**config.mk**
```make
export PLATFORM = sky130hd
export DESIGN_NAME = value_to_color_ramp
export DESIGN_NICKNAME = d
export VERILOG_FILES = /design/src/sv/vcr_pkg.sv /design/src/sv/vcr_front.sv /design/src/sv/vcr_div_stage.sv /design/src/sv/vcr_back.sv /design/src/sv/value_to_color_ramp.sv
export VERILOG_INCLUDE_DIRS = /design/src /design/src/sv
export SDC_FILE = /design/constraint.sdc
export NUM_CORES = 2
export LEC_CHECK = 0
export BUFFER_PORTS_ARGS = -buffer_cell sky130_fd_sc_hd__clkbuf_2
export CAP_MARGIN = 20
export CORE_MARGIN = 8
export CORE_UTILIZATION = 45
export DETAILED_ROUTE_END_ITERATION = 12
export PLACE_DENSITY_LB_ADDON = 0.3
export SYNTH_ARGS = -nofsm -noshare
export SYNTH_HDL_FRONTEND = slang
export SYNTH_SLANG_ARGS = --single-unit
```
**constraint.sdc**
```tcl
create_clock -name clock -period 10.2 [get_ports clock]
set_input_delay 0.51 -clock clock [delete_from_list [all_inputs] [get_ports clock]]
set_output_delay 0.51 -clock clock [all_outputs]
set_load 0.005 [all_outputs]
```
**src/sv/value_to_color_ramp_defines.svh**
```systemverilog
// assertion helpers for the value to color ramp block
`ifndef VALUE_TO_COLOR_RAMP_DEFINES_SVH
`define VALUE_TO_COLOR_RAMP_DEFINES_SVH

`ifndef SYNTHESIS

`define VCR_ASSERT_SAME(label, clk, rst, ante, cons) \
   label: assert property (@(posedge clk) disable iff (rst) (ante) |-> (cons)) \
      else $error("assertion failed");

`define VCR_ASSERT_NEXT(label, clk, rst, ante, cons) \
   label: assert property (@(posedge clk) disable iff (rst) (ante) |=> (cons)) \
      else $error("assertion failed");

`else

`define VCR_ASSERT_SAME(label, clk, rst, ante, cons)

`define VCR_ASSERT_NEXT(label, clk, rst, ante, cons)

`endif

`endif

```
**src/sv/vcr_pkg.sv**
```systemverilog
`timescale 1ns / 1ps

package vcr_pkg;

   localparam int VALUE_BITS_DEFAULT    = 24;
   localparam int FRACTION_BITS_DEFAULT = 16;
   localparam int HIGH_BOUND_RESET      = 1000;
   localparam int CSR_INDEX_BITS        = 1;

   localparam logic [CSR_INDEX_BITS-1:0] CSR_LOW_BOUND  = 1'b0;
   localparam logic [CSR_INDEX_BITS-1:0] CSR_HIGH_BOUND = 1'b1;

   localparam logic [7:0] LEVEL_FULL = 8'hFF;
   localparam logic [7:0] LEVEL_NONE = 8'h00;

   typedef enum logic [1:0] {
      KIND_BLACK = 2'd0,
      KIND_GREEN = 2'd1,
      KIND_RED   = 2'd2,
      KIND_RAMP  = 2'd3
   } kind_type;

   typedef struct packed {
      logic     valid;
      kind_type kind;
   } ctrl_type;

endpackage

```
**src/sv/vcr_front.sv**
```systemverilog
`timescale 1ns / 1ps

module vcr_front #(
   parameter int VALUE_BITS = vcr_pkg::VALUE_BITS_DEFAULT
) (
   input  logic                         clock,
   input  logic                         reset,
   input  logic                         in_valid,
   input  logic signed [VALUE_BITS-1:0] sample_value,
   input  logic                         sample_invalid,
   input  logic signed [VALUE_BITS-1:0] low_bound,
   input  logic signed [VALUE_BITS-1:0] high_bound,
   output vcr_pkg::ctrl_type            ctrl_out,
   output logic [VALUE_BITS-1:0]        num_out,
   output logic [VALUE_BITS-1:0]        den_out
);

   logic                  valid_ff, valid_in;
   vcr_pkg::kind_type     kind_ff, kind_in;
   logic [VALUE_BITS-1:0] num_ff, num_in;
   logic [VALUE_BITS-1:0] den_ff, den_in;
   logic [VALUE_BITS:0]   num_wide;
   logic [VALUE_BITS:0]   den_wide;

   always_comb begin
      num_wide = {sample_value[VALUE_BITS-1], sample_value}
                 - {low_bound[VALUE_BITS-1], low_bound};
      den_wide = {high_bound[VALUE_BITS-1], high_bound}
                 - {low_bound[VALUE_BITS-1], low_bound};
      num_in   = num_wide[VALUE_BITS-1:0];
      den_in   = den_wide[VALUE_BITS-1:0];
      valid_in = in_valid;
      priority if (sample_invalid) begin
         kind_in = vcr_pkg::KIND_BLACK;
      end else if (sample_value < low_bound) begin
         kind_in = vcr_pkg::KIND_GREEN;
      end else if (sample_value >= high_bound) begin
         kind_in = vcr_pkg::KIND_RED;
      end else begin
         kind_in = vcr_pkg::KIND_RAMP;
      end
   end

   always_ff @(posedge clock) begin
      if (reset) begin
         valid_ff <= 1'b0;
      end else begin
         valid_ff <= valid_in;
      end
   end

   always_ff @(posedge clock) begin
      kind_ff <= kind_in;
      num_ff  <= num_in;
      den_ff  <= den_in;
   end

   assign ctrl_out.valid = valid_ff;
   assign ctrl_out.kind  = kind_ff;
   assign num_out        = num_ff;
   assign den_out        = den_ff;

endmodule

```
**src/sv/vcr_div_stage.sv**
```systemverilog
`timescale 1ns / 1ps

module vcr_div_stage #(
   parameter int VALUE_BITS    = vcr_pkg::VALUE_BITS_DEFAULT,
   parameter int FRACTION_BITS = vcr_pkg::FRACTION_BITS_DEFAULT
) (
   input  logic                       clock,
   input  logic                       reset,
   input  vcr_pkg::ctrl_type          ctrl_in,
   input  logic [VALUE_BITS-1:0]      rem_in,
   input  logic [VALUE_BITS-1:0]      den_in,
   input  logic [FRACTION_BITS:0]     quo_in,
   output vcr_pkg::ctrl_type          ctrl_out,
   output logic [VALUE_BITS-1:0]      rem_out,
   output logic [VALUE_BITS-1:0]      den_out,
   output logic [FRACTION_BITS:0]     quo_out
);

   logic                   valid_ff;
   vcr_pkg::kind_type      kind_ff;
   logic [VALUE_BITS-1:0]  rem_ff, rem_next_in;
   logic [VALUE_BITS-1:0]  den_ff;
   logic [FRACTION_BITS:0] quo_ff, quo_next_in;
   logic [VALUE_BITS:0]    shifted;
   logic [VALUE_BITS:0]    diff;
   logic                   fits;

   // one restoring step: shift, trial subtract, keep on no borrow
   always_comb begin
      shifted     = {rem_in, 1'b0};
      diff        = shifted - {1'b0, den_in};
      fits        = ~diff[VALUE_BITS];
      rem_next_in = fits ? diff[VALUE_BITS-1:0] : shifted[VALUE_BITS-1:0];
      quo_next_in = {quo_in[FRACTION_BITS-1:0], fits};
   end

   always_ff @(posedge clock) begin
      if (reset) begin
         valid_ff <= 1'b0;
      end else begin
         valid_ff <= ctrl_in.valid;
      end
   end

   always_ff @(posedge clock) begin
      kind_ff <= ctrl_in.kind;
      rem_ff  <= rem_next_in;
      den_ff  <= den_in;
      quo_ff  <= quo_next_in;
   end

   assign ctrl_out.valid = valid_ff;
   assign ctrl_out.kind  = kind_ff;
   assign rem_out        = rem_ff;
   assign den_out        = den_ff;
   assign quo_out        = quo_ff;

endmodule

```
**src/sv/vcr_back.sv**
```systemverilog
`timescale 1ns / 1ps

module vcr_back #(
   parameter int FRACTION_BITS = vcr_pkg::FRACTION_BITS_DEFAULT
) (
   input  logic                   clock,
   input  logic                   reset,
   input  vcr_pkg::ctrl_type      ctrl_in,
   input  logic [FRACTION_BITS:0] quo_in,
   output logic                   strobe,
   output logic [7:0]             red_level,
   output logic [7:0]             green_level,
   output logic [7:0]             blue_level
);

   logic                       strobe_ff;
   logic [7:0]                 red_ff, red_in;
   logic [7:0]                 green_ff, green_in;
   logic [FRACTION_BITS-1:0]   frac;
   logic [FRACTION_BITS+7:0]   scaled;
   logic [7:0]                 step;

   // frac * 255 as frac * 256 - frac, then drop the fraction bits
   always_comb begin
      frac   = quo_in[FRACTION_BITS-1:0];
      scaled = {frac, 8'h00} - {8'h00, frac};
      step   = scaled[FRACTION_BITS+7:FRACTION_BITS];
      unique case (ctrl_in.kind)
         vcr_pkg::KIND_BLACK: begin
            red_in   = vcr_pkg::LEVEL_NONE;
            green_in = vcr_pkg::LEVEL_NONE;
         end
         vcr_pkg::KIND_GREEN: begin
            red_in   = vcr_pkg::LEVEL_NONE;
            green_in = vcr_pkg::LEVEL_FULL;
         end
         vcr_pkg::KIND_RED: begin
            red_in   = vcr_pkg::LEVEL_FULL;
            green_in = vcr_pkg::LEVEL_NONE;
         end
         vcr_pkg::KIND_RAMP: begin
            if (quo_in[FRACTION_BITS]) begin
               red_in   = vcr_pkg::LEVEL_FULL;
               green_in = vcr_pkg::LEVEL_FULL - step;
            end else begin
               red_in   = vcr_pkg::LEVEL_NONE + step;
               green_in = vcr_pkg::LEVEL_FULL;
            end
         end
         default: begin
            red_in   = vcr_pkg::LEVEL_NONE;
            green_in = vcr_pkg::LEVEL_NONE;
         end
      endcase
   end

   always_ff @(posedge clock) begin
      if (reset) begin
         strobe_ff <= 1'b0;
      end else begin
         strobe_ff <= ctrl_in.valid;
      end
   end

   always_ff @(posedge clock) begin
      red_ff   <= red_in;
      green_ff <= green_in;
   end

   assign strobe      = strobe_ff;
   assign red_level   = red_ff;
   assign green_level = green_ff;
   assign blue_level  = vcr_pkg::LEVEL_NONE;

endmodule

```
**src/sv/value_to_color_ramp.sv**
```systemverilog
`timescale 1ns / 1ps
`include "value_to_color_ramp_defines.svh"

// Maps a signed sample to a green-yellow-red color. busy is always low: a new
// sample may be started in every cycle, and each one produces exactly one
// result, shown for one cycle with rsp_strobe. The result passes through one
// input stage for the bound compares, the ramp position divider, which
// resolves one quotient bit per pipeline stage, and one output register.
// Results cannot be held off, so the receiver must take every strobed
// transfer. The bound registers are to be written only while no sample is
// in flight.
module value_to_color_ramp #(
   parameter int VALUE_BITS    = vcr_pkg::VALUE_BITS_DEFAULT,
   parameter int FRACTION_BITS = vcr_pkg::FRACTION_BITS_DEFAULT
) (
   input  logic                                  clock,
   input  logic                                  reset,
   input  logic                                  start,
   output logic                                  busy,
   input  logic signed [VALUE_BITS-1:0]          req_sample_value,
   input  logic                                  req_sample_invalid,
   output logic                                  rsp_strobe,
   output logic [7:0]                            rsp_red_level,
   output logic [7:0]                            rsp_green_level,
   output logic [7:0]                            rsp_blue_level,
   input  logic                                  csr_wen,
   input  logic [vcr_pkg::CSR_INDEX_BITS-1:0]    csr_index,
   input  logic [VALUE_BITS-1:0]                 csr_wdata
);

   localparam int DIV_STAGES = FRACTION_BITS + 1;
   localparam int LATENCY    = FRACTION_BITS + 3;

   logic signed [VALUE_BITS-1:0] low_bound_ff;
   logic signed [VALUE_BITS-1:0] high_bound_ff;

   vcr_pkg::ctrl_type                      ctrl_chain [DIV_STAGES+1];
   logic [DIV_STAGES:0][VALUE_BITS-1:0]    rem_chain;
   logic [DIV_STAGES:0][VALUE_BITS-1:0]    den_chain;
   logic [DIV_STAGES:0][FRACTION_BITS:0]   quo_chain;

   assign busy = 1'b0;

   always_ff @(posedge clock) begin
      if (reset) begin
         low_bound_ff  <= '0;
         high_bound_ff <= VALUE_BITS'(vcr_pkg::HIGH_BOUND_RESET);
      end else if (csr_wen) begin
         unique case (csr_index)
            vcr_pkg::CSR_LOW_BOUND:  low_bound_ff  <= csr_wdata;
            vcr_pkg::CSR_HIGH_BOUND: high_bound_ff <= csr_wdata;
            default: ;
         endcase
      end
   end

   vcr_front #(
      .VALUE_BITS (VALUE_BITS)
   ) u_front (
      .clock          (clock),
      .reset          (reset),
      .in_valid       (start & ~busy),
      .sample_value   (req_sample_value),
      .sample_invalid (req_sample_invalid),
      .low_bound      (low_bound_ff),
      .high_bound     (high_bound_ff),
      .ctrl_out       (ctrl_chain[0]),
      .num_out        (rem_chain[0]),
      .den_out        (den_chain[0])
   );

   assign quo_chain[0] = '0;

   for (genvar k = 0; k < DIV_STAGES; k++) begin : g_div
      vcr_div_stage #(
         .VALUE_BITS    (VALUE_BITS),
         .FRACTION_BITS (FRACTION_BITS)
      ) u_stage (
         .clock    (clock),
         .reset    (reset),
         .ctrl_in  (ctrl_chain[k]),
         .rem_in   (rem_chain[k]),
         .den_in   (den_chain[k]),
         .quo_in   (quo_chain[k]),
         .ctrl_out (ctrl_chain[k+1]),
         .rem_out  (rem_chain[k+1]),
         .den_out  (den_chain[k+1]),
         .quo_out  (quo_chain[k+1])
      );
   end

   vcr_back #(
      .FRACTION_BITS (FRACTION_BITS)
   ) u_back (
      .clock       (clock),
      .reset       (reset),
      .ctrl_in     (ctrl_chain[DIV_STAGES]),
      .quo_in      (quo_chain[DIV_STAGES]),
      .strobe      (rsp_strobe),
      .red_level   (rsp_red_level),
      .green_level (rsp_green_level),
      .blue_level  (rsp_blue_level)
   );

   // every started sample comes out as a strobed result
   `VCR_ASSERT_SAME(a_latency, clock, reset, start && !busy, ##LATENCY rsp_strobe)
   // black only for a sample marked invalid
   `VCR_ASSERT_SAME(a_black_invalid, clock, reset, rsp_strobe && rsp_red_level == 8'h00 && rsp_green_level == 8'h00, $past(req_sample_invalid, LATENCY))
   // ramp colors always keep one channel at full
   `VCR_ASSERT_SAME(a_one_full, clock, reset, rsp_strobe && !$past(req_sample_invalid, LATENCY), rsp_red_level == 8'hFF || rsp_green_level == 8'hFF)
   // no result without a matching start
   `VCR_ASSERT_NEXT(a_no_spurious, clock, reset, !start, ##(LATENCY - 1) !rsp_strobe)

endmodule
```
== After elaboration in Yosys (flattened, before gate mapping) ==
Index checks and enable logic that the tools add are counted.
Storage, ports and cells
  register bits after elaboration: 1088
  input port bits: 54
  output and inout bits: 26
  logic and storage cells: 181
Operators by class
  add/subtract/negate cells: 21
  order comparisons: 2
  equality and inequality tests: 3
  muxes and demuxes: 22
  bitwise gates (word level): 18
  reductions and logical operators: 6
Operators by type and width (count)
  $sub A25 B24 Y25: 17
  $mux W24: 16
  $pmux W8 S3: 2
  $sub A24 B24 Y24: 2
  $ge A24 B24 Y1: 1
  $lt A24 B24 Y1: 1
  $sub A24 B16 Y24: 1
  $not A1 Y1: 18
  $mux W8: 2
  $sub A8 B8 Y8 const A: 1
  $reduce_or A2 Y1: 3
  $eq A2 B2 Y1 const B: 2
  $reduce_and A2 Y1: 2
  $eq A2 B1 Y1 const B: 1
  $logic_not A2 Y1: 1
  $mux W1: 2

== Longest topological paths before layout ==
  word-level depth: 4
  depth in mapped cells: 14
  depth with buffers taken out: 13

== Cells and area by module ==
A second synthesis with hierarchy kept.
Second synthesis, totals
  cell total of the unflattened synthesis: 6099
  area total of the unflattened synthesis: 60914.7 sq um
By module, submodules not included
  vcr_div_stage at g_div[11].u_stage ...: times used 8, cells an instance 296, area each 3067.9 sq um, seq. area each 1361.3 sq um
  vcr_div_stage at g_div[4].u_stage ...: times used 5, cells an instance 326, area each 3230.6 sq um, seq. area each 1361.3 sq um
  vcr_div_stage at g_div[0].u_stage ...: times used 2, cells an instance 314, area each 3259.4 sq um, seq. area each 1361.3 sq um
  vcr_div_stage at g_div[3].u_stage ...: times used 2, cells an instance 328, area each 3224.3 sq um, seq. area each 1361.3 sq um
  vcr_front: times used 1, cells an instance 498, area each 4166.5 sq um, seq. area each 1021.0 sq um
  value_to_color_ramp: times used 1, cells an instance 189, area each 1999.4 sq um, seq. area each 960.9 sq um
  vcr_back: times used 1, cells an instance 130, area each 1084.8 sq um, seq. area each 340.3 sq um

== Worst setup path before layout ==
Ideal clock, no wire load.
  path type: reg2reg
  start: register g_div[7].u_stage.den_ff[0]
  end: register g_div[8].u_stage.rem_ff[10]
  setup time: 0.121 ns
  data arrival time: 3.086 ns
  data required time: 10.079 ns
  setup slack: 6.993 ns
  stages on the path, launching flop included: 13
  buffers on the path: 1
  clock period less this slack: 3.207 ns
  path through: dfxtp_1 fa_1 and2b_1 o211ai_1 a221oi_2 a2111oi_2 o31a_2 o21ai_2 a21o_1 a21oi_2 xor2_4 buf_6 mux2_4
Between the ends
  word-level cells in the longest chain between the ends: 2
Ends and longest elaborated chain
  from (decl): RTL line vcr_div_stage.sv:22  | logic [VALUE_BITS-1:0] den_ff;
  from (signal assigned): RTL line vcr_div_stage.sv:48  | den_ff <= den_in;
  $sub A25 B24 Y25: RTL line vcr_div_stage.sv:31  | diff = shifted - {1'b0, den_in};
  $mux W24: RTL line vcr_div_stage.sv:33  | rem_next_in = fits ? diff[VALUE_BITS-1:0] : shifted[VALUE_BITS-1:0];
  net g_div[8].u_stage.rem_next_in[10]: RTL line vcr_div_stage.sv:21  | logic [VALUE_BITS-1:0] rem_ff, rem_next_in;
  to (signal assigned): RTL line vcr_div_stage.sv:47  | rem_ff <= rem_next_in;
  to (decl): RTL line vcr_div_stage.sv:21
The timed path passes the listed nets, and every way through them passes these cells.
A chain may end at the register's enable or synchronous reset.

== Worst setup path after layout ==
  start: register g_div[4].u_stage.den_ff[7]
  end: register g_div[5].u_stage.rem_ff[5]
Between the ends
  word-level cells in the longest chain between the ends: 2
Ends and longest elaborated chain (RTL line)
  from (decl): vcr_div_stage.sv:22
  from (signal assigned): vcr_div_stage.sv:48
  $sub A25 B24 Y25: vcr_div_stage.sv:31
  $mux W24: vcr_div_stage.sv:33
  net g_div[5].u_stage.rem_next_in[5]: vcr_div_stage.sv:21
  to (signal assigned): vcr_div_stage.sv:47
  to (decl): vcr_div_stage.sv:21
The timed path passes the listed nets, and every way through them passes these cells.

==> results.sh <==
export IMPL_fin_nets=5776
export IMPL_report_final_slew_viol_count=0
export IMPL_ios=80
export IMPL_die_w_microns=349.6
export IMPL_async_flop_share_pct=0
export IMPL_wl_microns=90830
export IMPL_hpwl_microns=70050
export IMPL_cpMostUsedCell="o21ai_1"
export IMPL_multi_input_comb_area_sq_um=25720
export IMPL_grt_overflow_total=0
export IMPL_ys_seq_area_share_pct=43.49
export IMPL_vias=34320
export IMPL_clkTransAtPathRegs_ns=0.06
export IMPL_drc_errors=0
export IMPL_timing_rr_end="g_div[5].u_stage.rem_out[5]"
export IMPL_cts_resized=0
export IMPL_tns_ns=0
export IMPL_start_util_pct=45.32
export IMPL_required_ns=10.78
export IMPL_yosysWarnings=0
export IMPL_coreArea_sq_um=110500
export IMPL_drive_above_1_share_pct=11.33
export IMPL_reg2reg_slack_ns=6.18
export IMPL_skew_ns=0.03090
export IMPL_tightest_slew_ns=1.082
export IMPL_crit_path_max_incr_delay_ns=0.73
export IMPL_worstRegToRegCells=12
export IMPL_path_max_fanout=25
export IMPL_clock_latency_ns=0.71
export IMPL_top_layer="met4"
export IMPL_n_antenna_cell=0
export IMPL_cts_path_max_buffers=3
export IMPL_clock_sinks=1088
export IMPL_pre_cts_ws_ns=6.102
export IMPL_cp_top_family="compound AO/OA/AOI/OAI gates"
export IMPL_wl_met2_microns=48450
export IMPL_rows=122
export IMPL_drtAntennaViolNets=0
export IMPL_wire_per_inst_microns=13.34
export IMPL_wl_met3_microns=2670
export IMPL_mostFrequentLayoutCells="dfxtp_1 (1,088), inv_1 (569), ha_1 (470)"
export IMPL_syn_inst=5084
export IMPL_grt_pass1_vias=35220
export IMPL_seqCellArea_sq_um=21780
export IMPL_grt_antenna_before_repair=0
export IMPL_setup_viol=0
export IMPL_crit_chain="inv_1 > ha_1 > a21oi_2 > nand3b_1 > o211ai_1 > o21ai_1 > a2111oi_2 > o21ai_1 > a211o_1 > a21oi_4 > xor2_4 > mux2_2"
export IMPL_cp_end_kind="register"
export IMPL_hold_path_class="primary input to register"
export IMPL_htree_num_levels=3
export IMPL_ys_types=97
export IMPL_area_growth_pct=11.70
export IMPL_gp_congestion=0.8620
export IMPL_crit_buf_inv=1
export IMPL_avgSynthCellArea_sq_um=9.852
export IMPL_max_slew_margin_pct=25.99
export IMPL_maxCapViolCount=0
export IMPL_cts_tree="done"
export IMPL_crit_end="g_div[5].u_stage.rem_out[5]"
export IMPL_outcome="finished clean"
export IMPL_path_class="register to register"
export IMPL_final_hold_violation_count=0
export IMPL_critPathLaunchType="register"
export IMPL_synth_seq_cells=1088
export IMPL_startpoint="g_div[4].u_stage.den_out[7]"
export IMPL_grt_usage_pct=14.60
export IMPL_fin_crit_ns=4.022
export IMPL_syn_area_sq_um=50090
export IMPL_timing_rr_start="g_div[4].u_stage.den_out[7]"
export IMPL_met1_length_microns=36030
export IMPL_grt_pass1_wl_microns=155100
export IMPL_synth_edf_count=0
export IMPL_cts_buffers=111
export IMPL_grt_max_degree=68
export IMPL_ctsHoldBuffers=19
export IMPL_die_y_microns=349.6
export IMPL_first_pass_iters=6
export IMPL_viasPerCell=5.038
export IMPL_fillCellCount=9988
export IMPL_io_buffers=70
export IMPL_dieArea_sq_um=122200
export IMPL_timing_fmax_mhz=248.6
export IMPL_cts_root_buf="clkbuf_16"
export IMPL_critPathSlowestCell="xor2_4"
export IMPL_worstPathArrival_ns=4.60
export IMPL_fin_crit_sh_pct=39.44
export IMPL_post_cts_buffers=0
export IMPL_setup_ws_ns=6.178
export IMPL_drt_iter0_drc=1293
export IMPL_synth_ff_type="dfxtp_1"
export IMPL_final_common_cell="dfxtp_1"
export IMPL_grt_setup_unrepaired="false"
export IMPL_worstSetupPathDepth=12
worst reg2reg max path, delay by kind of cell, from the launching register on:
family	cells	cell delay, ns
and+or+nand+nor	1	0.09
buffers and inverters	1	0.05
xor gates and xnor gates	1	0.73
DFF	1	0.33
muxes	1	0.43
AOI/OAI and AO/OA	7	1.91
adders and majority gates	1	0.37
synth_stat cells, types with 67 or more instances:
cell type	number	area share (%)
inv_1	569	4.3
xnor2_1	227	4.0
nor2_1	237	1.8
nand2_1	309	2.3
xor2_1	110	1.9
nor2b_1	100	1.2
o21ai_0	224	2.2
a21oi_1	354	3.5
nand2b_1	67	0.84
a21o_1	153	2.3
mux2_2	231	5.2
o21a_1	82	1.2
dfxtp_1	1088	43
ha_1	470	12
state kept, by name (all words and copies together) (netlist names):
signal and flops:
u_back.strobe 1, g_div.u_stage.den_out 384, u_front.den_out 24, g_div.u_stage.kind_ff 34
u_back.red_level 8, u_front.kind_ff 2, u_front.valid_ff 1, high_bound_ff 24
g_div.u_stage.valid_ff 17, u_front.num_out 24, g_div.u_stage.quo_out 153, low_bound_ff 24
u_back.green_level 8, g_div.u_stage.rem_out 384
stage by stage:
step                      instances  utilization (%)  cell area [sq um]  hold WS (ns)
final                          6811            50.62              55950       0.05213
after detailed placement       6589            47.02              51970        0.3121
after global placement         6588            47.02              51960        0.3106
after floorplan                5092                -              50120        0.3096
after CTS                      6810            50.61              55930     0.0004827
after global routing           6811            50.62              55950       0.01799
worst min path at each step:
stage	start	end	slack [ns]	cells past startpoint
2_1_floorplan	u_front.kind_ff[0]	g_div[0].u_stage.kind_ff[0]	0.31	0
3_3_place_gp	g_div[2].u_stage.kind_ff[1]	g_div[3].u_stage.kind_ff[1]	0.31	0
3_5_place_dp	g_div[10].u_stage.kind_ff[1]	g_div[11].u_stage.kind_ff[1]	0.31	0
4_1_cts	csr_wdata[12]	high_bound_ff[12]	0.0005	3
5_1_grt	csr_wdata[22]	high_bound_ff[22]	0.02	3
6_report	csr_wdata[0]	low_bound_ff[0]	0.05	3
area by class of cell:
type	count	share of cell area, %
Timing Repair Buffer	106	1.210
Tap cell	1488	3.328
Sequential cell	1088	38.93
Clock buffer	164	5.857
Inverter	569	3.817
Multi-Input combinational cell	3358	45.98
Clock inverter	38	0.8811
cell families after synthesis:
family	count (synthesis)	synth area share [%]
AOI/OAI and AO/OA	1150	14.84
DFF	1088	43.49
and+or+nand+nor	1042	10.24
buffers and inverters	646	5.271
adders and majority gates	488	12.46
xor gates and xnor gates	350	6.382
muxes	319	7.314
other	1	0.007487
metal layers:
layer / vias to the layer above / GRT usage [%]
met5: - / 0
met4: 0 / 6.154
met3: 254 / 2.552
met2: 461 / 29.19
met1: 15790 / 14.61
li1: 17810 / -
Power is not shown: default switching activity piles up to over one toggle a cycle in this logic, so the estimate is an artifact.
